**src/assert_macros.svh**
```systemverilog
// ----------------------------------------------------------------------------
// assert_macros.svh
// shared concurrent assertion macros, clocked on aclk
// ----------------------------------------------------------------------------
`ifndef ASSERT_MACROS_SVH
`define ASSERT_MACROS_SVH

// checked only outside reset
`define ASSERT_CLK(label, prop, msg) \
    label: assert property (@(posedge aclk) disable iff (!aresetn) (prop)) else $error(msg);

// checked at every edge, reset included
`define ASSERT_ALWAYS(label, prop, msg) \
    label: assert property (@(posedge aclk) (prop)) else $error(msg);

`endif

```
**src/icm_merge.sv**
```systemverilog
// ----------------------------------------------------------------------------
// icm_merge
// joins the four lane results into one output beat and holds it
// ----------------------------------------------------------------------------
module icm_merge #(
    parameter int SB    = 16,
    parameter int OUT_W = 64
) (
    input  logic          aclk,
    input  logic          aresetn,
    input  logic          load,
    input  logic [SB-1:0] red,
    input  logic [SB-1:0] green,
    input  logic [SB-1:0] blue,
    input  logic [SB-1:0] alpha,
    input  logic          last,
    output logic          free,
    output logic          m_tvalid,
    input  logic          m_tready,
    output logic [OUT_W-1:0] m_tdata,
    output logic          m_tlast
);

    logic             valid_reg, valid_next;
    logic [OUT_W-1:0] data_reg;
    logic             last_reg;

    assign free = !valid_reg || m_tready;

    always_comb begin
        valid_next = valid_reg;
        if (load) begin
            valid_next = 1'b1;
        end else if (m_tready) begin
            valid_next = 1'b0;
        end
    end

    always_ff @(posedge aclk) begin
        if (!aresetn) begin
            valid_reg <= 1'b0;
        end else begin
            valid_reg <= valid_next;
        end
    end

    always_ff @(posedge aclk) begin
        if (load) begin
            data_reg <= OUT_W'({alpha, blue, green, red});
            last_reg <= last;
        end
    end

    assign m_tvalid = valid_reg;
    assign m_tdata  = data_reg;
    assign m_tlast  = last_reg;

endmodule

```
**config.mk**
```make
export PLATFORM = sky130hd
export DESIGN_NAME = icm_merge
export DESIGN_NICKNAME = d
export VERILOG_FILES = /design/src/assert_macros.svh /design/src/icm_merge.sv
export SDC_FILE = /design/constraint.sdc
export NUM_CORES = 1
export LEC_CHECK = 0
export ABC_AREA = 1
export BUFFER_PORTS_ARGS = -buffer_cell sky130_fd_sc_hd__buf_2
export CAP_MARGIN = 25
export CORE_MARGIN = 2
export CORE_UTILIZATION = 40
export CTS_CLUSTER_SIZE = 16
export DETAILED_ROUTE_END_ITERATION = 10
export GPL_TIMING_DRIVEN = 0
export PLACE_DENSITY = 0.78
export SLEW_MARGIN = 10
export SYNTH_ARGS = -nofsm -noshare
export SYNTH_HDL_FRONTEND = slang
export SYNTH_SLANG_ARGS = --single-unit
```
**constraint.sdc**
```tcl
create_clock -name aclk -period 0.8 [get_ports aclk]
set_input_delay 0.04 -clock aclk [delete_from_list [all_inputs] [get_ports aclk]]
set_output_delay 0.04 -clock aclk [all_outputs]
set_load 0.02 [all_outputs]
```
==> flow_metrics.env <==
export IMPL_antennaDiodeCount=0
export IMPL_clk_latency_ns=0.34
export IMPL_drt_wl_total_um=7620
export IMPL_comb_power_share_pct=17.1
export IMPL_drt_iter0_drc=107
export IMPL_cts_root_buf="clkbuf_8"
export IMPL_post_route_min_period_ns=1.02
export IMPL_layout_drive_gt1_share_pct=51.9
export IMPL_setup_tns_ns=-8.58
export IMPL_syn_inst=71
export IMPL_switching_share_pct=25.1
export IMPL_synth_area_leader_cell="edfxtp_1"
export IMPL_die_y_um=74.7
export IMPL_arrival_ns=0.98
export IMPL_cts_buffers=9
export IMPL_crit_required_ns=0.76
export IMPL_drc=0
export IMPL_clockBufferDepth=2
export IMPL_worst_pin_slew_ns=0.807
export IMPL_synth_cell_types=5
export IMPL_r2r_end="m_tvalid"
export IMPL_drt_antenna_violating_nets=0
export IMPL_synth_area_leaders="edfxtp_1, dfxtp_1, inv_1"
export IMPL_p_leak_nw=1.69
export IMPL_fillCellCount=233
export IMPL_violations="setup timing"
export IMPL_cp_top_family="flip-flops"
export IMPL_fin_ws_ns=-0.216
export IMPL_synth_top_area_share_pct=97.7
export IMPL_cts_tree="done"
export IMPL_skew_ns=0
export IMPL_pwr_share_seq_pct=50.7
export IMPL_synth_seq_cells=66
export IMPL_hold_path_class="in -> reg"
export IMPL_grt_pass1_wl_um=8980
export IMPL_hpwl_um=3040
export IMPL_period_share_pct=127
export IMPL_routabilityCongestion=0.673
export IMPL_antenna_found_initial=0
export IMPL_internal_power_mw=6.30
export IMPL_path_class="reg -> out"
export IMPL_fin_area_um2=3970
export IMPL_vias=1651
export IMPL_critPathSlowestCell="edfxtp_1"
export IMPL_port_buffers=135
export IMPL_avgRoutedWirePerCell_um=21.4
export IMPL_r2r_setup_slack_ns=0.03
export IMPL_core_area_um2=4790
export IMPL_reg2reg_depth=3
export IMPL_vias_per_cell=4.64
export IMPL_clk_pin_slew_ns=0.08
export IMPL_path_max_fanout=1
export IMPL_grt_pass1_vias=1793
export IMPL_cp_end_kind="output pin"
export IMPL_pre_cts_ws_ns=-0.271
export IMPL_timing_final_hold_violations=0
export IMPL_syn_avg_cell_area_um2=28.1
export IMPL_critPathCapture="m_tdata[26]"
export IMPL_worst_path_stages=1
export IMPL_min_path_cells=5
export IMPL_clock_sinks=66
export IMPL_htreeDepth=3
export IMPL_ys_seq_area_share_pct=98.7
export IMPL_row_count=25
export IMPL_ys_warn_count=0
export IMPL_synth_fp_nets=140
export IMPL_powerDensity_nw_per_um2=2120
export IMPL_fmax_mhz=984
export IMPL_cp_startpoint="m_tdata[26]"
export IMPL_crit_path_cell_trace="buf_6"
export IMPL_syn_area_um2=2000
export IMPL_grt_max_degree=67
export IMPL_max_cap_violations=0
export IMPL_reg2reg_from="m_tvalid"
export IMPL_die_area_um2=5580
export IMPL_placed_area_um2=2760
export IMPL_cp_num_buf_inv=1
export IMPL_io_pins=136
export IMPL_critPathLaunchType="flop"
export IMPL_power_mw=8.41
export IMPL_maxSlewHeadroom_pct=46.2
export IMPL_fin_nets=353
export IMPL_rsz0062_at_grt="true"
export IMPL_dr_pass1_iters=5
export IMPL_cp_slowest_stage_delay_ns=0.46
export IMPL_area_growth_pct=98.7
export IMPL_switching_power_mw=2.12
export IMPL_grt_usage_pct=23.5
export IMPL_clock_power_share_pct=32.3
export IMPL_status="finished, violations left"
export IMPL_peakVddDrop_uv=1190
export IMPL_dieWidth_um=74.7
export IMPL_maxSlewViolCount=0
export IMPL_setup_viol=68
export IMPL_initial_core_util_pct=41.8
export IMPL_overflow=0
==> Yosys cell counts (all sizes together) <==
cell type	number
edfxtp	65
nand2	1
dfxtp	1
inv	3
a21oi	1
==> cells in the final DEF (no fill, tap or decap) <==
master,count
edfxtp_1,65
bufinv_16,1
clkinv_2,1
a21oi_2,1
clkbuf_8,9
buf_6,58
buf_2,76
buf_4,2
clkinv_1,2
nand2_2,1
clkbuf_1,3
inv_1,3
dfxtp_2,1
dlygate4sd3_1,66
==> kinds of logic (layout without fill, tap and decap cells) <==
kind of cell | Yosys count | count (layout) | share of synthesized area, %
AO/OA/AOI/OAI | 1 | 1 | 0.438
buffers and inverters | 3 | 221 | 0.564
flip-flops | 66 | 66 | 98.7
AND/OR/NAND/NOR | 1 | 1 | 0.313
==> state kept, by name, summed over array words and instances, names as in the netlist <==
| signal | cells |
|---|---|
| m_tdata | 64 |
| m_tlast | 1 |
| m_tvalid | 1 |
==> power by group through the flow <==
stage / clock network (mW) / registers [mW] / logic (mW)
floorplan: 0 / 4.61 / 0.0118
global placement: 0 / 4.22 / 0.838
detailed placement: 0 / 4.24 / 0.855
CTS: 2.61 / 4.19 / 1.20
global route: 2.87 / 4.28 / 1.50
finish: 2.71 / 4.26 / 1.43
==> worst min path at each step <==
stage | slack [ns] | from | to
after detailed placement | 0.22 | green[9] | m_tdata[25]
after global routing | 0.13 | m_tready | m_tvalid
after global placement | 0.22 | green[1] | m_tdata[17]
after CTS | 0.05 | m_tready | m_tvalid
final | 0.14 | m_tready | m_tvalid
after floorplan | 0.14 | red[0] | m_tdata[0]
==> stage by stage <==
stage	hold WS [ns]	cells	util, %
final	0.137	356	83.0
after global routing	0.130	356	83.0
after CTS	0.0490	356	78.1
after detailed placement	0.218	273	57.7
after global placement	0.217	273	57.6
after floorplan	0.139	71	-
==> what timing repair did <==
item                                   4_1_cts  5_1_grt
endpoints found under the hold margin       66        0
resized for setup                           43       76
pin swaps                                    1        0
setup endpoints to repair                   67       67
setup buffers                                1        0
hold buffers                                66        0
==> layer usage <==
layer	track usage [%]	up-vias	wire [um]
met1	24.4	778	2480
met2	40.6	135	4080
li1	-	708	-
met4	9.92	0	339
met5	0	-	0
met3	11.4	30	725
==> layout make-up <==
cell class              count  area (um^2)  share of cell area [%]
inverters                   3         11.3                   0.284
multi-input cells           2         15.0                   0.378
clock inverters             4         42.5                    1.07
flip-flops and latches     66         1970                    49.7
well taps                  67         83.8                    2.11
repair buffers            202         1710                    43.1
clock buffers              12          135                    3.40
Note: power is estimated with default switching activity, not from simulation.
