## src/assert_macros.svh

```systemverilog
// ----------------------------------------------------------------------------
// assert_macros.svh
// shared concurrent assertion macros, clocked on aclk
// ----------------------------------------------------------------------------
`ifndef ASSERT_MACROS_SVH
`define ASSERT_MACROS_SVH

// checked only outside reset
`define ASSERT_CLK(label, prop, msg) \
    label: assert property (@(posedge aclk) disable iff (!aresetn) (prop)) else $error(msg);

// checked at every edge, reset included
`define ASSERT_ALWAYS(label, prop, msg) \
    label: assert property (@(posedge aclk) (prop)) else $error(msg);

`endif

```

## src/icm_pkg.sv

```systemverilog
// ----------------------------------------------------------------------------
// icm_pkg
// shared codes, constants and types of the window filter
// ----------------------------------------------------------------------------
package icm_pkg;

    localparam int CMD_BITS       = 2;
    localparam int CFG_INDEX_BITS = 3;
    localparam int CFG_DATA_BITS  = 16;
    localparam int WIDX_IN_BITS   = 8;
    localparam int WEIGHT_BITS    = 16;
    localparam int HEIGHT_BITS    = 13;
    localparam int ROW_BITS       = 12;
    localparam int KSIZE_BITS     = 4;
    localparam int MODE_BITS      = 2;
    localparam int RADIUS_BITS    = 3;
    localparam int FRAC_BITS      = 12;
    localparam int HEIGHT_LIMIT   = 4096;

    localparam logic [CMD_BITS-1:0] CMD_LOAD  = 2'd0;
    localparam logic [CMD_BITS-1:0] CMD_PIXEL = 2'd1;
    localparam logic [CMD_BITS-1:0] CMD_DRAIN = 2'd2;
    localparam logic [CMD_BITS-1:0] CMD_NOP   = 2'd3;

    localparam logic [CFG_INDEX_BITS-1:0] CFG_WIDTH  = 3'd0;
    localparam logic [CFG_INDEX_BITS-1:0] CFG_HEIGHT = 3'd1;
    localparam logic [CFG_INDEX_BITS-1:0] CFG_KSIZE  = 3'd2;
    localparam logic [CFG_INDEX_BITS-1:0] CFG_MODE   = 3'd3;
    localparam logic [CFG_INDEX_BITS-1:0] CFG_BIAS   = 3'd4;

    localparam logic [MODE_BITS-1:0] MODE_CONV   = 2'd0;
    localparam logic [MODE_BITS-1:0] MODE_ERODE  = 2'd1;
    localparam logic [MODE_BITS-1:0] MODE_DILATE = 2'd2;

    localparam logic signed [WEIGHT_BITS-1:0] ONE_Q = 16'sd4096;

    typedef struct packed {
        logic valid;
        logic last;
    } icm_tap_t;

endpackage

```

## src/icm_lane.sv

```systemverilog
// ----------------------------------------------------------------------------
// icm_lane
// one color channel: multiply-accumulate or running min/max over the taps
// ----------------------------------------------------------------------------
module icm_lane #(
    parameter int SB = 16
) (
    input  logic                                  aclk,
    input  logic                                  aresetn,
    input  logic                                  start,
    input  logic [icm_pkg::MODE_BITS-1:0]         mode,
    input  logic signed [icm_pkg::WEIGHT_BITS-1:0] bias,
    input  icm_pkg::icm_tap_t                     tap,
    input  logic signed [SB-1:0]                  pix,
    input  logic signed [icm_pkg::WEIGHT_BITS-1:0] wt,
    output logic                                  done,
    output logic [SB-1:0]                         result
);

    localparam int WB    = icm_pkg::WEIGHT_BITS;
    localparam int PW    = SB + WB;
    localparam int ACC_W = SB + 25;
    localparam logic signed [ACC_W-1:0] SMAX_A = {{(ACC_W-SB+1){1'b0}}, {(SB-1){1'b1}}};
    localparam logic signed [ACC_W-1:0] SMIN_A = {{(ACC_W-SB+1){1'b1}}, {(SB-1){1'b0}}};
    localparam logic signed [ACC_W-1:0] HALF   = ACC_W'(1) <<< (icm_pkg::FRAC_BITS - 1);
    localparam logic signed [SB-1:0] SMAX_S = {1'b0, {(SB-1){1'b1}}};
    localparam logic signed [SB-1:0] SMIN_S = {1'b1, {(SB-1){1'b0}}};

    icm_pkg::icm_tap_t       tap_reg;
    logic                    done_reg;
    logic signed [PW-1:0]    prod_reg;
    logic signed [SB-1:0]    pix_reg;
    logic                    en_reg;
    logic signed [ACC_W-1:0] acc_reg, acc_next;
    logic signed [SB-1:0]    mm_reg, mm_next;
    logic signed [ACC_W-1:0] rnd, quo;
    logic signed [SB-1:0]    sat;

    always_comb begin
        acc_next = acc_reg;
        mm_next  = mm_reg;
        if (start) begin
            acc_next = {{(ACC_W-WB){bias[WB-1]}}, bias} <<< icm_pkg::FRAC_BITS;
            mm_next  = (mode == icm_pkg::MODE_ERODE) ? SMAX_S : SMIN_S;
        end else if (tap_reg.valid && en_reg) begin
            acc_next = acc_reg + {{(ACC_W-PW){prod_reg[PW-1]}}, prod_reg};
            if (mode == icm_pkg::MODE_ERODE) begin
                mm_next = (pix_reg < mm_reg) ? pix_reg : mm_reg;
            end else begin
                mm_next = (pix_reg > mm_reg) ? pix_reg : mm_reg;
            end
        end
    end

    // round half up, then saturate
    always_comb begin
        rnd = acc_reg + HALF;
        quo = rnd >>> icm_pkg::FRAC_BITS;
        if (quo > SMAX_A) begin
            sat = SMAX_S;
        end else if (quo < SMIN_A) begin
            sat = SMIN_S;
        end else begin
            sat = quo[SB-1:0];
        end
    end

    always_ff @(posedge aclk) begin
        if (!aresetn) begin
            tap_reg  <= '0;
            done_reg <= 1'b0;
        end else begin
            tap_reg  <= tap;
            done_reg <= tap_reg.valid && tap_reg.last;
        end
    end

    always_ff @(posedge aclk) begin
        prod_reg <= pix * wt;
        pix_reg  <= pix;
        en_reg   <= (wt != '0);
        acc_reg  <= acc_next;
        mm_reg   <= mm_next;
    end

    assign done   = done_reg;
    assign result = (mode == icm_pkg::MODE_CONV) ? sat : mm_reg;

endmodule

```

## config.mk

```make
export PLATFORM = sky130hd
export DESIGN_NAME = icm_lane
export DESIGN_NICKNAME = d
export VERILOG_FILES = /design/src/assert_macros.svh /design/src/icm_pkg.sv /design/src/icm_lane.sv
export SDC_FILE = /design/constraint.sdc
export NUM_CORES = 1
export LEC_CHECK = 0
export BUFFER_PORTS_ARGS = -buffer_cell sky130_fd_sc_hd__clkbuf_2
export CAP_MARGIN = 20
export CORE_MARGIN = 2
export CORE_UTILIZATION = 60
export CTS_BUF_LIST = sky130_fd_sc_hd__clkbuf_4
export CTS_CLUSTER_SIZE = 28
export DETAILED_ROUTE_END_ITERATION = 16
export PLACE_DENSITY = 0.76
export SLEW_MARGIN = 20
export SYNTH_ARGS = -nofsm -noshare
export SYNTH_HDL_FRONTEND = slang
export SYNTH_SLANG_ARGS = --single-unit
```

## constraint.sdc

```tcl
create_clock -name aclk -period 9.5 [get_ports aclk]
set_clock_uncertainty 0.15 [all_clocks]
set_input_delay 2.375 -clock aclk [delete_from_list [all_inputs] [get_ports aclk]]
set_output_delay 2.375 -clock aclk [all_outputs]
set_load 0.01 [all_outputs]
```

==> reports/results.ini <==
[run_status]
result_of_the_run=finished clean

[worst_setup_path]
largest_fanout_on_the_critical_path=13
worstPathArrival_ns=8.63
startpoint_type=input pin
worstSetupEndpointType=register
worstReg2RegStart=acc_reg[0]
critPathCapture=prod_reg[31]
timing.rr.end=acc_reg[40]
path_class=in2reg
reg2regPathDepth=12
crit_path_start=wt[15]
crit_required_ns=9.76
reg2reg_slack_ns=5.92

[logic_synthesis]
synth.yosys.seq_area_share_pct=15.6
netlist_top_cells_area=fa_1, ha_1, inv_1
synth-warning-count=0
synth_largest_area_cell=fa_1
synth_top_area_share_pct=31.1
synth_enable_flop_cells=45
yosys_most_used_dff=dfxtp_1
synth-seq-cells=109
combinational_family_with_the_most_area_after_synthesis=adder cells
syn-cell-area_um2=16900
yosys.area_share.adder_pct=41.4
synth_compound_gate_area_share_pct=11.5
synthesis.area_per_instance_um2=9.01
synth.lib_cells_used.distinct=91
cell_count_after_synthesis=1878
postSynth.asyncResetShare_pct=0
synth_simple_gate_area_share_pct=17.4
synth-xor-area-share_pct=4.35
synth.area.mux_share_pct=0.185
syn_nets=2335

[cts]
cts_num_sinks=109
post_cts_resized=0
clock_path_buffers=2
clkLatencyLatePin_ns=0.51
clockRootBuffer=clkbuf_4
cts.repair_timing.setup_buffer_count=0
cts_buffers=9
h-tree-depth=3
tritoncts=built
postCtsHoldBufs=0
clk_pin_slew_worst_paths_ns=0.20

[final_layout]
layout.cells.most_common_list=inv_1, fa_1, nand2_1
seqCellArea_um2=2630
drive_above_1_share_pct=7.80
nets=2362
nFillCells=2397
most_frequent_standard_cell_in_the_layout_excluding_fill_and_tap_cells=inv_1
flow.area_growth_from_synthesis_pct=4.53
core_occupancy_in_the_finished_layout_pct=63.7
multi_input_area_um2=12700
area_of_all_placed_cells_without_fillers_um2=17700
largest_register_ffs=41

[sta]
final_setup_tns_ns=0
max_freq_mhz=120
setup_violating_endpoint_count_in_the_final_report=0
timing_max_transition_violations_final=0
slew-limit-headroom_pct=39.5
transition_time_at_the_pin_with_the_least_slew_margin_ns=0.905
finalHoldWorstSlack_ns=0.329
fin_crit_ns=8.36
layout_worst_path_cycle_share_pct=88.0
unrepaired_setup_endpoints_after_global_routing=no
report.final.hold_viol_count=0

[place]
place_hpwl_um=32300
globalplace.congestion=0.944
dpl-instance-area_um2=17500
buffer_ports.inserted=71

[routing]
vias=12900
detail_route.iter0.violations=910
drtAntennaViolNets=0
drt-pass1-iter-count=7
wire_length_after_detailed_routing_um=39500
via_per_inst=5.63
post-route-drc-count=0
drt-wirelength-per-cell_um=17.2

[die]
core_area_um2=27800
chipHeight_um=172
placement_rows=61
pin_count=72
start_util_pct=60.9
die-area_um2=29600
horizontal_die_dimension_um=172

[global_route]
initial_antenna_violation_count=2
first_global_vias=13200
grt_first_pass_wirelength_um=66600
track_usage_pct=28.7
largest_net_degree_at_the_start_of_global_routing=50
overflow=0

[hold_path]
timing.hold.worst.class=reg2reg

[flow_run]
timing.max_cap.violations=0

## layout make-up
class,count,share of cell area (%)
diodes,1,0.0142
clock buffers,9,0.382
clock inverters,7,0.403
inverters,365,7.75
multi-input cells,1342,71.6
flip-flops and latches,109,14.9
well taps,378,2.67
repair buffers,78,2.31
## metal layers
layer	vias to the layer above	global-route usage, %	wire [um]
li1	6061	-	-
met1	6300	40.7	17600
met2	456	46.7	18200
met3	61	4.10	2850
met4	2	7.49	737
met5	-	0	10
## per-stage QoR
stage	setup WS (ns)	std cells
after floorplan	0.933	1878
after global placement	0.878	2272
after detailed placement	0.666	2272
after CTS	1.16	2288
after global routing	0.780	2289
final	1.14	2289
## synth_stat cells (14+ instances only)
cell type,instances
fa_1,263
clkbuf_1,53
dfxtp_1,64
xor2_1,32
a31oi_1,14
nand3_1,26
nor3_1,22
o22a_1,15
edfxtp_1,45
xnor2_1,52
nand2b_1,14
nand2_1,197
nor2_1,71
a21o_1,20
and2_1,134
ha_1,139
a21oi_1,70
o21ai_0,73
nand4_1,18
inv_1,365
## worst min-delay path by stage
stage,startpoint,to,slack (ns),cells after the start
after detailed placement,tap_reg[0],done,0.30,1
after CTS,acc_reg[10],acc_reg[10],0.33,2
after global routing,tap_reg[0],done,0.35,1
after floorplan,acc_reg[10],acc_reg[10],0.29,2
final,acc_reg[5],acc_reg[5],0.33,2
after global placement,tap_reg[0],done,0.29,1
## critical path, cell delays in order
cell and delay, ns:
clkbuf_2 0.14, inv_1 0.40, nor2_1 0.15, fa_1 0.52, fa_1 0.51, fa_1 0.52, fa_1 0.52, fa_1 0.55
inv_1 0.06, fa_1 0.53, inv_1 0.05, ha_1 0.38, and2_1 0.22, a2111oi_0 0.31, a21oi_1 0.15, a311oi_1 0.47
o211ai_1 0.21, a31o_2 0.26, a21oi_1 0.16, xnor2_1 0.14
## logic make-up after synthesis
family,after synthesis
simple gates,563
buf+inv,427
fa+ha+maj,402
compound gates,290
flops,109
xor+xnor,84
mux,3
Power is not shown: default switching activity piles up to over one toggle a cycle in this logic, so the estimate is an artifact.
