===== config.mk =====
export PLATFORM = sky130hd
export DESIGN_NAME = icm_addr
export DESIGN_NICKNAME = d
export VERILOG_FILES = /design/src/assert_macros.svh /design/src/icm_pkg.sv /design/src/icm_addr.sv
export SDC_FILE = /design/constraint.sdc
export NUM_CORES = 1
export LEC_CHECK = 0
export BUFFER_PORTS_ARGS = -buffer_cell sky130_fd_sc_hd__buf_4
export CAP_MARGIN = 5
export CORE_MARGIN = 3
export CORE_UTILIZATION = 44
export DETAILED_ROUTE_END_ITERATION = 16
export PLACE_DENSITY = 0.61
export SKIP_LAST_GASP = 1
export SYNTH_ARGS = -nofsm -noshare
export SYNTH_HDL_FRONTEND = slang
export SYNTH_SLANG_ARGS = --single-unit
export TNS_END_PERCENT = 10

===== constraint.sdc =====
create_clock -name aclk -period 5.25 [get_ports aclk]
set_clock_uncertainty 0.2 [all_clocks]
set_input_delay 0.525 -clock aclk [delete_from_list [all_inputs] [get_ports aclk]]
set_output_delay 0.525 -clock aclk [all_outputs]
set_load 0.02 [all_outputs]

===== src/assert_macros.svh =====
// ----------------------------------------------------------------------------
// assert_macros.svh
// shared concurrent assertion macros, clocked on aclk
// ----------------------------------------------------------------------------
`ifndef ASSERT_MACROS_SVH
`define ASSERT_MACROS_SVH

// checked only outside reset
`define ASSERT_CLK(label, prop, msg) \
    label: assert property (@(posedge aclk) disable iff (!aresetn) (prop)) else $error(msg);

// checked at every edge, reset included
`define ASSERT_ALWAYS(label, prop, msg) \
    label: assert property (@(posedge aclk) (prop)) else $error(msg);

`endif


===== src/icm_pkg.sv =====
// ----------------------------------------------------------------------------
// icm_pkg
// shared codes, constants and types of the window filter
// ----------------------------------------------------------------------------
package icm_pkg;

    localparam int CMD_BITS       = 2;
    localparam int CFG_INDEX_BITS = 3;
    localparam int CFG_DATA_BITS  = 16;
    localparam int WIDX_IN_BITS   = 8;
    localparam int WEIGHT_BITS    = 16;
    localparam int HEIGHT_BITS    = 13;
    localparam int ROW_BITS       = 12;
    localparam int KSIZE_BITS     = 4;
    localparam int MODE_BITS      = 2;
    localparam int RADIUS_BITS    = 3;
    localparam int FRAC_BITS      = 12;
    localparam int HEIGHT_LIMIT   = 4096;

    localparam logic [CMD_BITS-1:0] CMD_LOAD  = 2'd0;
    localparam logic [CMD_BITS-1:0] CMD_PIXEL = 2'd1;
    localparam logic [CMD_BITS-1:0] CMD_DRAIN = 2'd2;
    localparam logic [CMD_BITS-1:0] CMD_NOP   = 2'd3;

    localparam logic [CFG_INDEX_BITS-1:0] CFG_WIDTH  = 3'd0;
    localparam logic [CFG_INDEX_BITS-1:0] CFG_HEIGHT = 3'd1;
    localparam logic [CFG_INDEX_BITS-1:0] CFG_KSIZE  = 3'd2;
    localparam logic [CFG_INDEX_BITS-1:0] CFG_MODE   = 3'd3;
    localparam logic [CFG_INDEX_BITS-1:0] CFG_BIAS   = 3'd4;

    localparam logic [MODE_BITS-1:0] MODE_CONV   = 2'd0;
    localparam logic [MODE_BITS-1:0] MODE_ERODE  = 2'd1;
    localparam logic [MODE_BITS-1:0] MODE_DILATE = 2'd2;

    localparam logic signed [WEIGHT_BITS-1:0] ONE_Q = 16'sd4096;

    typedef struct packed {
        logic valid;
        logic last;
    } icm_tap_t;

endpackage


===== src/icm_addr.sv =====
// ----------------------------------------------------------------------------
// icm_addr
// tap address stages: clamp-to-edge source position, then linear address
// ----------------------------------------------------------------------------
module icm_addr #(
    parameter int XW  = 11,
    parameter int CW  = 12,
    parameter int WIW = 8
) (
    input  logic                             aclk,
    input  logic                             aresetn,
    input  icm_pkg::icm_tap_t                tap_in,
    input  logic [WIW-1:0]                   widx_in,
    input  logic [icm_pkg::KSIZE_BITS-1:0]   tx,
    input  logic [icm_pkg::KSIZE_BITS-1:0]   ty,
    input  logic [XW-1:0]                    ox,
    input  logic [icm_pkg::ROW_BITS-1:0]     oy,
    input  logic [icm_pkg::RADIUS_BITS-1:0]  radius,
    input  logic [CW-1:0]                    img_width,
    input  logic [icm_pkg::HEIGHT_BITS-1:0]  img_height,
    output icm_pkg::icm_tap_t                tap_out,
    output logic [WIW-1:0]                   widx_out,
    output logic [icm_pkg::ROW_BITS+CW-1:0]  lin_out
);

    localparam int RB = icm_pkg::ROW_BITS;
    localparam int LW = RB + CW;

    logic signed [XW+1:0] sx_s;
    logic signed [RB+1:0] sy_s;
    logic [CW-1:0]        wm1;
    logic [icm_pkg::HEIGHT_BITS-1:0] hm1;
    logic [XW-1:0]        sx_next, sx_reg;
    logic [RB-1:0]        sy_next, sy_reg;
    icm_pkg::icm_tap_t    tap1_reg, tap2_reg;
    logic [WIW-1:0]       widx1_reg, widx2_reg;
    logic [LW-1:0]        lin_next, lin_reg;

    assign wm1 = img_width - CW'(1);
    assign hm1 = img_height - icm_pkg::HEIGHT_BITS'(1);

    // source column/row is output position minus tap offset (flipped kernel)
    always_comb begin
        sx_s = {2'b00, ox} + {{(XW-1){1'b0}}, radius} - {{(XW-2){1'b0}}, tx};
        sy_s = {2'b00, oy} + {{(RB-1){1'b0}}, radius} - {{(RB-2){1'b0}}, ty};
        if (sx_s[XW+1]) begin
            sx_next = '0;
        end else if (32'(sx_s[XW:0]) > 32'(wm1)) begin
            sx_next = XW'(wm1);
        end else begin
            sx_next = sx_s[XW-1:0];
        end
        if (sy_s[RB+1]) begin
            sy_next = '0;
        end else if (32'(sy_s[RB:0]) > 32'(hm1)) begin
            sy_next = RB'(hm1);
        end else begin
            sy_next = sy_s[RB-1:0];
        end
        lin_next = LW'(sy_reg) * LW'(img_width) + LW'(sx_reg);
    end

    always_ff @(posedge aclk) begin
        if (!aresetn) begin
            tap1_reg <= '0;
            tap2_reg <= '0;
        end else begin
            tap1_reg <= tap_in;
            tap2_reg <= tap1_reg;
        end
    end

    always_ff @(posedge aclk) begin
        sx_reg    <= sx_next;
        sy_reg    <= sy_next;
        widx1_reg <= widx_in;
        widx2_reg <= widx1_reg;
        lin_reg   <= lin_next;
    end

    assign tap_out  = tap2_reg;
    assign widx_out = widx2_reg;
    assign lin_out  = lin_reg;

endmodule


==> results of run 1 <==
-- synth_stat cells (5+ instances only) --
cell type / instances
a211oi_1: 15
a21o_1: 19
a21oi_1: 45
and2_1: 87
clkbuf_1: 28
dfxtp_1: 67
fa_1: 116
ha_1: 128
inv_1: 236
mux2i_1: 5
nand2_1: 96
nand3_1: 14
nor2_1: 40
nor2b_1: 8
nor3_1: 16
o211a_1: 8
o211ai_1: 10
o21a_1: 7
o21ai_0: 22
or3_1: 8
xnor2_1: 40
xor2_1: 16
-- repair_timing --
item	in CTS	in global routing
buffers inserted	0	7
setup endpoints to repair	6	11
pin swaps	0	29
gates resized for setup	7	40
-- layout make-up --
type,instances,share of cell area
Sequential cell,67,0.119
Multi-Input combinational cell,755,0.621
Tap cell,270,0.0293
Clock buffer,9,0.0195
Clock inverter,7,0.00869
Timing Repair Buffer,190,0.126
Inverter,236,0.0769
-- critical path, stage by stage (launching register included) --
cell and delay [ns]:
dfxtp_4 0.34, and2_4 0.15, fa_1 0.54, inv_2 0.04, fa_1 0.52, inv_2 0.04, fa_1 0.51, fa_1 0.54
inv_2 0.04, fa_1 0.51, inv_2 0.05, ha_4 0.26, nand2_2 0.04, or3_1 0.33, a31o_1 0.22, a311o_1 0.39
a21oi_2 0.17, xor2_1 0.16
-- logic make-up (layout without fill, tap and decap cells) --
kind of cell,count (synthesis),in the layout,share of synthesized area
and+or+nand+nor,298,298,0.162
buffers and inverters,266,442,0.107
adders and majority gates,244,244,0.420
xor gates and xnor gates,56,56,0.0525
muxes,5,5,0.00536
DFF,67,67,0.144
AOI/OAI and AO/OA,152,152,0.109
-- through the flow --
step                setup WS [ns]  area, µm²  cells  setup TNS, ns  utilization
finish                      0.127      11500   1534              0        0.560
detailed placement         -0.281      11000   1511          -1.26        0.534
CTS                        0.0313      11300   1527              0        0.551
global route              -0.0197      11500   1534        -0.0228        0.560
floorplan                 -0.0468       9370   1088        -0.0544            -
global placement           -0.169      11000   1511         -0.741        0.534
-- worst paths after layout --
check,depth (start not counted),slack (ns),start,to
setup / recovery,17,0.13,sy_reg[3]$_SDFF_PN0_,lin_out[20]$_DFF_P_
hold reg to reg,0,0.12,widx1_reg[5]$_DFF_P_,widx_out[5]$_DFF_P_
hold / removal,1,0.08,widx_in[1],widx1_reg[1]$_DFF_P_
setup reg to reg,17,0.13,sy_reg[3]$_SDFF_PN0_,lin_out[20]$_DFF_P_
-- layer usage --
layer | track usage | vias to the layer above
li1 | - | 3782
met1 | 0.236 | 3635
met2 | 0.341 | 124
met3 | 0.0241 | 26
met4 | 0.0463 | 0
met5 | 0 | -
==> results.toml, run 1 <==
[run_status]
status = "finished, final reports clean"

[cells_and_area]
insertedDiodeCount = 0
fin_nets = 1574
largest_reg_flops = 24
drive_gt1_frac = 0.203
fillers = 1980
multi_input_comb_area_um2 = 7150
final_cell_mix = "inv_1, buf_4, ha_1, fa_1, nand2_1"
area_delta_synth_final_pct = 23.3
ff_latch_area_um2 = 1370
final_common_cell = "inv_1"

[placement]
place_hpwl_um = 17300
gp_congestion = 0.872
numPortBuffers = 104

[logic_synthesis]
async_flop_share = 0
ys_warn_count = 0
synth_fp_nets = 1403
syn_avg_cell_area_um2 = 8.58
synth.top_cells.by_area = "fa_1, ha_1, dfxtp_1"
yosysTopAreaCell = "fa_1"
synth_edf_count = 0
yosysSeqAreaShare = 0.144
synth_area_um2 = 9340
yosys_register_bits = 67
synth_flop_cell = "dfxtp_1"
synthDominantCellAreaShare = 0.249
synth.lib_cells_used.distinct = 58
syn-instance-count = 1088

[cts]
clk_pin_slew_worst_paths_ns = 0.06
numCtsBuffers = 9
clk_path_buf_depth = 2
ctsHtreeMaxLevel = 3
cts_root_buf = "clkbuf_16"
cts_tree = "built"
clock_latency_ns = 0.34
hold_buffers = 0
cts.sinks = 67

[timing]
whs_ns = 0.0826
setup_viol = 0
hold_viol_final = 0
tightest_slew_ns = 0.730
final-max-slew-violation-count = 0
period_needed_ns = 5.12
relSlewSlack = 0.513
max_freq_mhz = 195
min_period_over_period = 0.976
rsz0062_at_grt = "true"

[floorplan]
rows = 52
die_area_um2 = 23000
start_util = 0.454
core_region_area_um2 = 20600
ios = 105
die_h_um = 152
dieWidth_um = 152

[drt]
wl_met2_um = 10200
vias_per_cell = 4.93
route.detailed.drc = 0
wl_met3_um = 600
first_pass_iters = 6
via_count = 7567
drt_wl_total_um = 20400
wl_per_cell_um = 13.3
initialDrtViolationCount = 338
highest_layer = "met4"
ant_nets = 0
met1_length_um = 9190

[setup_path]
startpoint_type = "flop"
cp-end-kind = "flop"
crit_type = "reg -> reg"
required_ns = 5.32
cp.arrival_ns = 5.19
cp_max_fo = 3

[global_routing]
grt_start_max_net_pins = 22
grt_remaining_overflow = 0
antenna_found_initial = 0
grt_pass1_wl_um = 34800
grt_pass1_vias = 7782
grtUsageTotal = 0.188

[hold_path]
hold_class = "in -> reg"

[flow_run]
maxCapViolations = 0
Power of run 1 is left out: the tool's default activity adds up to more than one toggle a clock period on the data nets, which glitch-free logic cannot reach.
==> run 2, diff against run 1 <==
==> constraint.sdc (replaced) <==
create_clock -name aclk -period 4.2 [get_ports aclk]
set_clock_uncertainty 0.2 [all_clocks]
set_input_delay 0.42 -clock aclk [delete_from_list [all_inputs] [get_ports aclk]]
set_output_delay 0.42 -clock aclk [all_outputs]
set_load 0.02 [all_outputs]
==> run 2 against run 1 <==
Net effect: the flow now finishes with violations (negative setup slack); critical path depth unchanged; non-clock buffer count up 62; die area unchanged; sequential cell count unchanged.
==> results.toml, run 2 (synthesis results as in run 1) <==
[cts]
cts_root_buf = "clkbuf_16"
clk_path_buf_depth = 2
cts.sinks = 67
ctsHtreeMaxLevel = 3
clk_pin_slew_worst_paths_ns = 0.06
numCtsBuffers = 9
clock_latency_ns = 0.34
cts_tree = "built"

[floorplan]
die_area_um2 = 23000
die_h_um = 152
ios = 105
rows = 52
core_region_area_um2 = 20600
start_util = 0.454
dieWidth_um = 152

[timing]
max_freq_mhz = 199
final-max-slew-violation-count = 0
min_period_over_period = 1.20
relSlewSlack = 0.679
fin_ws_ns = -0.834
tns_ns = -11.20
setup_viol = 30
tightest_slew_ns = 0.469
rsz0062_at_grt = "true"
hold_viol_final = 0
period_needed_ns = 5.03

[cells_and_area]
insertedDiodeCount = 0
drive_gt1_frac = 0.255
final_common_cell = "buf_4"
fin_nets = 1636
area_delta_synth_final_pct = 29.6
fin_util = 0.589
final_cell_mix = "buf_4, inv_1, ha_1, fa_1, nand2_1"
finish.instance_area_um2 = 12100
largest_reg_flops = 24

[drt]
initialDrtViolationCount = 254
vias_per_cell = 4.87
drt_wl_total_um = 20800
wl_per_cell_um = 13.0
route.detailed.drc = 0
via_count = 7765
first_pass_iters = 5
ant_nets = 0

[setup_path]
cp-end-kind = "flop"
crit_chain = "and2_4, fa_1, inv_2, fa_1, inv_2, fa_1, fa_1, inv_1, fa_1, inv_2, ha_4, nand2_2, or3_1, a31o_1, a311o_1, nor2b_2, xnor2_1"
cp_num_buf_inv = 4
crit_start = "sy_reg[5]$_SDFF_PN0_"
max_stage_delay_ns = 0.55
cp_slowest_cell = "fa_1"
cp.arrival_ns = 5.07
crit_top_cell = "fa_1"
crit_type = "reg -> reg"
required_ns = 4.24
startpoint_type = "flop"
r2r_start = "sy_reg[5]$_SDFF_PN0_"
path_delay_family = "adder cells"
cp_max_fo = 5

[global_routing]
grt_pass1_vias = 8013
grt_use_met2 = 0.343
grtUsageTotal = 0.192
antenna_found_initial = 0
busiest_layer = "met2"
grt_pass1_wl_um = 35800
grt_remaining_overflow = 0
grt_use_met3 = 0.0268
grt_start_max_net_pins = 15
grtUsageMet1 = 0.247

[placement]
place_hpwl_um = 17800
gp_congestion = 0.862
numPortBuffers = 104
placed_area_um2 = 11500

[flow_run]
maxCapViolations = 0

[run_status]
violations = "negative setup slack"
status = "finished, violations left"

[hold_path]
hold_class = "in -> reg"
hold_start = "tap_in[1]"
-- run 2: changes by cell type in the layout (fill, tap and decap cells not counted), moves of 3 or more --
| cell | delta |
|---|---|
| inv_2 | +10 |
| and2_4 | +7 |
| buf_4 | +49 |
| dlygate4sd3_1 | +8 |
| buf_6 | +8 |
| ha_4 | +4 |
| ha_1 | -4 |
| nand2_1 | -3 |
| inv_1 | -10 |
| and2_1 | -7 |
-- run 2: path summary, 6_finish.rpt --
check                                 to  slack [ns]  cells after the start
hold / removal    tap1_reg[1]$_SDFF_PN0_        0.08                      2
setup reg to reg     lin_out[18]$_DFF_P_       -0.83                     17
hold reg to reg      widx_out[0]$_DFF_P_        0.13                      0
setup / recovery     lin_out[18]$_DFF_P_       -0.83                     17
-- run 2: area by class of cell --
cell class | count | area, µm²
inverters | 236 | 886
well taps | 270 | 338
clock inverters | 7 | 76.3
multi-input cells | 755 | 7270
flip-flops and latches | 67 | 1370
clock buffers | 9 | 225
fillers | 1882 | 8450
repair buffers | 252 | 1940
-- run 2: timing repair --
item,in CTS,in global routing
resized for setup,16,50
hold buffers,8,0
endpoints found under the hold margin,8,0
setup endpoints to repair,34,41
setup buffers,3,5
pin swaps,9,41
-- run 2: metrics by stage --
stage / hold slack, ns / setup slack (ns) / std cells
2_1_floorplan: 0.110 / -0.854 / 1088
3_3_place_gp: 0.110 / -1.05 / 1565
3_5_place_dp: 0.113 / -1.09 / 1565
4_1_cts: 0.0684 / -0.951 / 1592
5_1_grt: 0.0871 / -1.04 / 1596
6_report: 0.0800 / -0.834 / 1596
-- run 2: per-layer routing --
| metal | share of wire | wire length [µm] |
|---|---|---|
| met5 | 0 | 0 |
| met1 | 0.45 | 9270 |
| met4 | 0.016 | 340 |
| met3 | 0.035 | 737 |
| met2 | 0.50 | 10500 |
Power of run 2 is left out for the same reason.
==> run 3, diff against run 2 <==
--- a/config.mk
+++ b/config.mk
@@ -5,6 +5,7 @@
 export SDC_FILE = /design/constraint.sdc
 export NUM_CORES = 1
 export LEC_CHECK = 0
+export ABC_AREA = 1
 export BUFFER_PORTS_ARGS = -buffer_cell sky130_fd_sc_hd__buf_4
 export CAP_MARGIN = 5
 export CORE_MARGIN = 3
==> run 3 against run 2 <==
Net effect: synthesized cell count up 31%; global-route usage rose by 1.5 points; first-iteration DRC count is 27% higher; critical endpoint is now lin_out[19]$_DFF_P_; wire length increased by 17%; worst hold slack got worse by 0.036 ns; cell count grew 19%; setup slack improved by 0.48 ns; the run still ends with negative setup slack left; design area grew 3.8%; critical path depth grew 3; register-to-register slack better by 0.48 ns.
==> results.toml, run 3 <==
[logic_synthesis]
synth.lib_cells_used.distinct = 37
synth_edf_count = 0
synth_fp_nets = 1736
ys_warn_count = 0
synth.top_cells.by_area = "fa_1, ha_1, inv_1"
synth_common_cells = "inv_1, nand2_1, ha_1"
yosys_register_bits = 67
async_flop_share = 0
syn_avg_cell_area_um2 = 7.10
synthDominantCellAreaShare = 0.230
synth_most_common_cell = "inv_1"
yosysTopAreaCell = "fa_1"
syn-instance-count = 1421
yosysSeqAreaShare = 0.133
synth_flop_cell = "dfxtp_1"
synth_area_um2 = 10100

[drt]
met1_length_um = 11200
wl_met2_um = 11700
initialDrtViolationCount = 323
wl_met3_um = 944
highest_layer = "met4"
wl_per_cell_um = 12.8
route.detailed.drc = 0
via_count = 8886
first_pass_iters = 5
vias_per_cell = 4.68
drt_wl_total_um = 24300
ant_nets = 0

[cts]
clock_latency_ns = 0.35
clk_pin_slew_worst_paths_ns = 0.07
clk_path_buf_depth = 2
cts_root_buf = "clkbuf_16"
cts.sinks = 67
numCtsBuffers = 9
ctsHtreeMaxLevel = 3
cts_tree = "built"

[timing]
whs_ns = 0.0445
max_freq_mhz = 219
rsz0062_at_grt = "true"
period_needed_ns = 4.56
hold_viol_final = 0
tightest_slew_ns = 0.610
setup_viol = 18
final-max-slew-violation-count = 0
min_period_over_period = 1.09
relSlewSlack = 0.591
fin_ws_ns = -0.359

[cells_and_area]
largest_reg_flops = 24
final_common_cell = "inv_1"
fin_nets = 1927
fin_util = 0.567
area_delta_synth_final_pct = 24.6
fillers = 2125
insertedDiodeCount = 0
final_cell_mix = "inv_1, nand2_1, buf_4, ha_1, fa_1"
drive_gt1_frac = 0.195
layout.cells.non_filler = 1897

[hold_path]
holdPathStages = 3
hold_class = "in -> reg"
hold_start = "tap_in[1]"
whs_endpoint = "tap1_reg[1]$_SDFF_PN0_"

[placement]
place_hpwl_um = 21100
dpl.cell_count = 1867
gp_congestion = 0.903
numPortBuffers = 104

[setup_path]
crit_top_cell = "inv_1"
required_ns = 4.24
max_stage_delay_ns = 0.56
cp-end-kind = "flop"
cp_max_fo = 4
reg2reg_to = "lin_out[19]$_DFF_P_"
crit_chain = "buf_4, nand2_1, fa_1, inv_1, ha_1, inv_1, fa_1, inv_1, fa_1, inv_1, fa_1, inv_1, ha_4, nand2_1, nand2_1, a21oi_2, nand2_1, nand3_1, nand3_1, xor2_1"
rr_worst_depth = 20
startpoint_type = "flop"
crit_type = "reg -> reg"
r2r_start = "sy_reg[3]$_SDFF_PN0_"
cp.arrival_ns = 4.60
cp_slowest_cell = "fa_1"
r2r_setup_slack_ns = -0.36

[global_routing]
grt_pass1_vias = 9116
grtUsageTotal = 0.208
antenna_found_initial = 0
grt_pass1_wl_um = 41800
grt_remaining_overflow = 0
grt_start_max_net_pins = 15

[floorplan]
start_util = 0.455
ios = 105
dieWidth_um = 157
rows = 54
core_region_area_um2 = 22200
die_h_um = 157
die_area_um2 = 24800

[run_status]
violations = "negative setup slack"
status = "finished, violations left"

[flow_run]
maxCapViolations = 0
## run 3: through the flow
step	TNS, ns	instance area (µm²)	worst slack [ns]
2_1_floorplan	-3.83	10300	-0.319
3_3_place_gp	-7.18	11900	-0.547
3_5_place_dp	-8.19	11900	-0.585
4_1_cts	-5.04	12500	-0.340
5_1_grt	-8.63	12600	-0.555
6_report	-4.92	12600	-0.359
## run 3: worst max-delay path by stage
stage                                to  slack [ns]  cells past startpoint                  from
floorplan           lin_out[22]$_DFF_P_       -0.32                     21          img_width[9]
global placement    lin_out[22]$_DFF_P_       -0.55                     18          img_width[8]
detailed placement  lin_out[22]$_DFF_P_       -0.59                     18          img_width[8]
CTS                 lin_out[23]$_DFF_P_       -0.34                     21  sy_reg[9]$_SDFF_PN0_
global route        lin_out[22]$_DFF_P_       -0.55                     21  sy_reg[9]$_SDFF_PN0_
finish              lin_out[19]$_DFF_P_       -0.36                     20  sy_reg[3]$_SDFF_PN0_
## run 3: cell families (layout without fill, tap and decap cells)
family,after synthesis,in the layout,synth area share
DFF,67,67,0.133
adders and majority gates,244,244,0.389
buffers and inverters,428,624,0.163
AOI/OAI and AO/OA,68,68,0.0387
xor gates and xnor gates,46,46,0.0407
and+or+nand+nor,568,568,0.236
## run 3: area by class of cell
cell class | instances | area, µm² | area share
timing repair buffer | 213 | 1650 | 0.131
clock buffer | 9 | 225 | 0.0179
sequential | 67 | 1370 | 0.109
inverter | 395 | 1480 | 0.118
multi-input combinational | 926 | 7410 | 0.589
tap | 280 | 350 | 0.0279
clock inverter | 7 | 82.6 | 0.00657
## run 3: repair_timing
item                                    in CTS  in global routing
hold buffers                                 8                  0
resized for setup                           44                 10
buffers inserted                             5                  1
pin swaps                                   22                  5
endpoints found under the hold margin        8                  0
endpoints found under the setup margin      19                 19
## run 3: routing by layer
layer,global-route usage,vias up
met5,0,-
met4,0.0558,0
met3,0.0311,38
met2,0.366,176
met1,0.266,4106
li1,-,4566
## run 3: worst max-delay path: cells and delay by family, from the launching register on
family          cells  cell delay [ns]
flops               1             0.38
fa+ha+maj           6             2.63
xor+xnor            1             0.15
compound gates      1             0.16
buf+inv             6             0.42
simple gates        6             0.51
Power of run 3 is left out for the same reason.
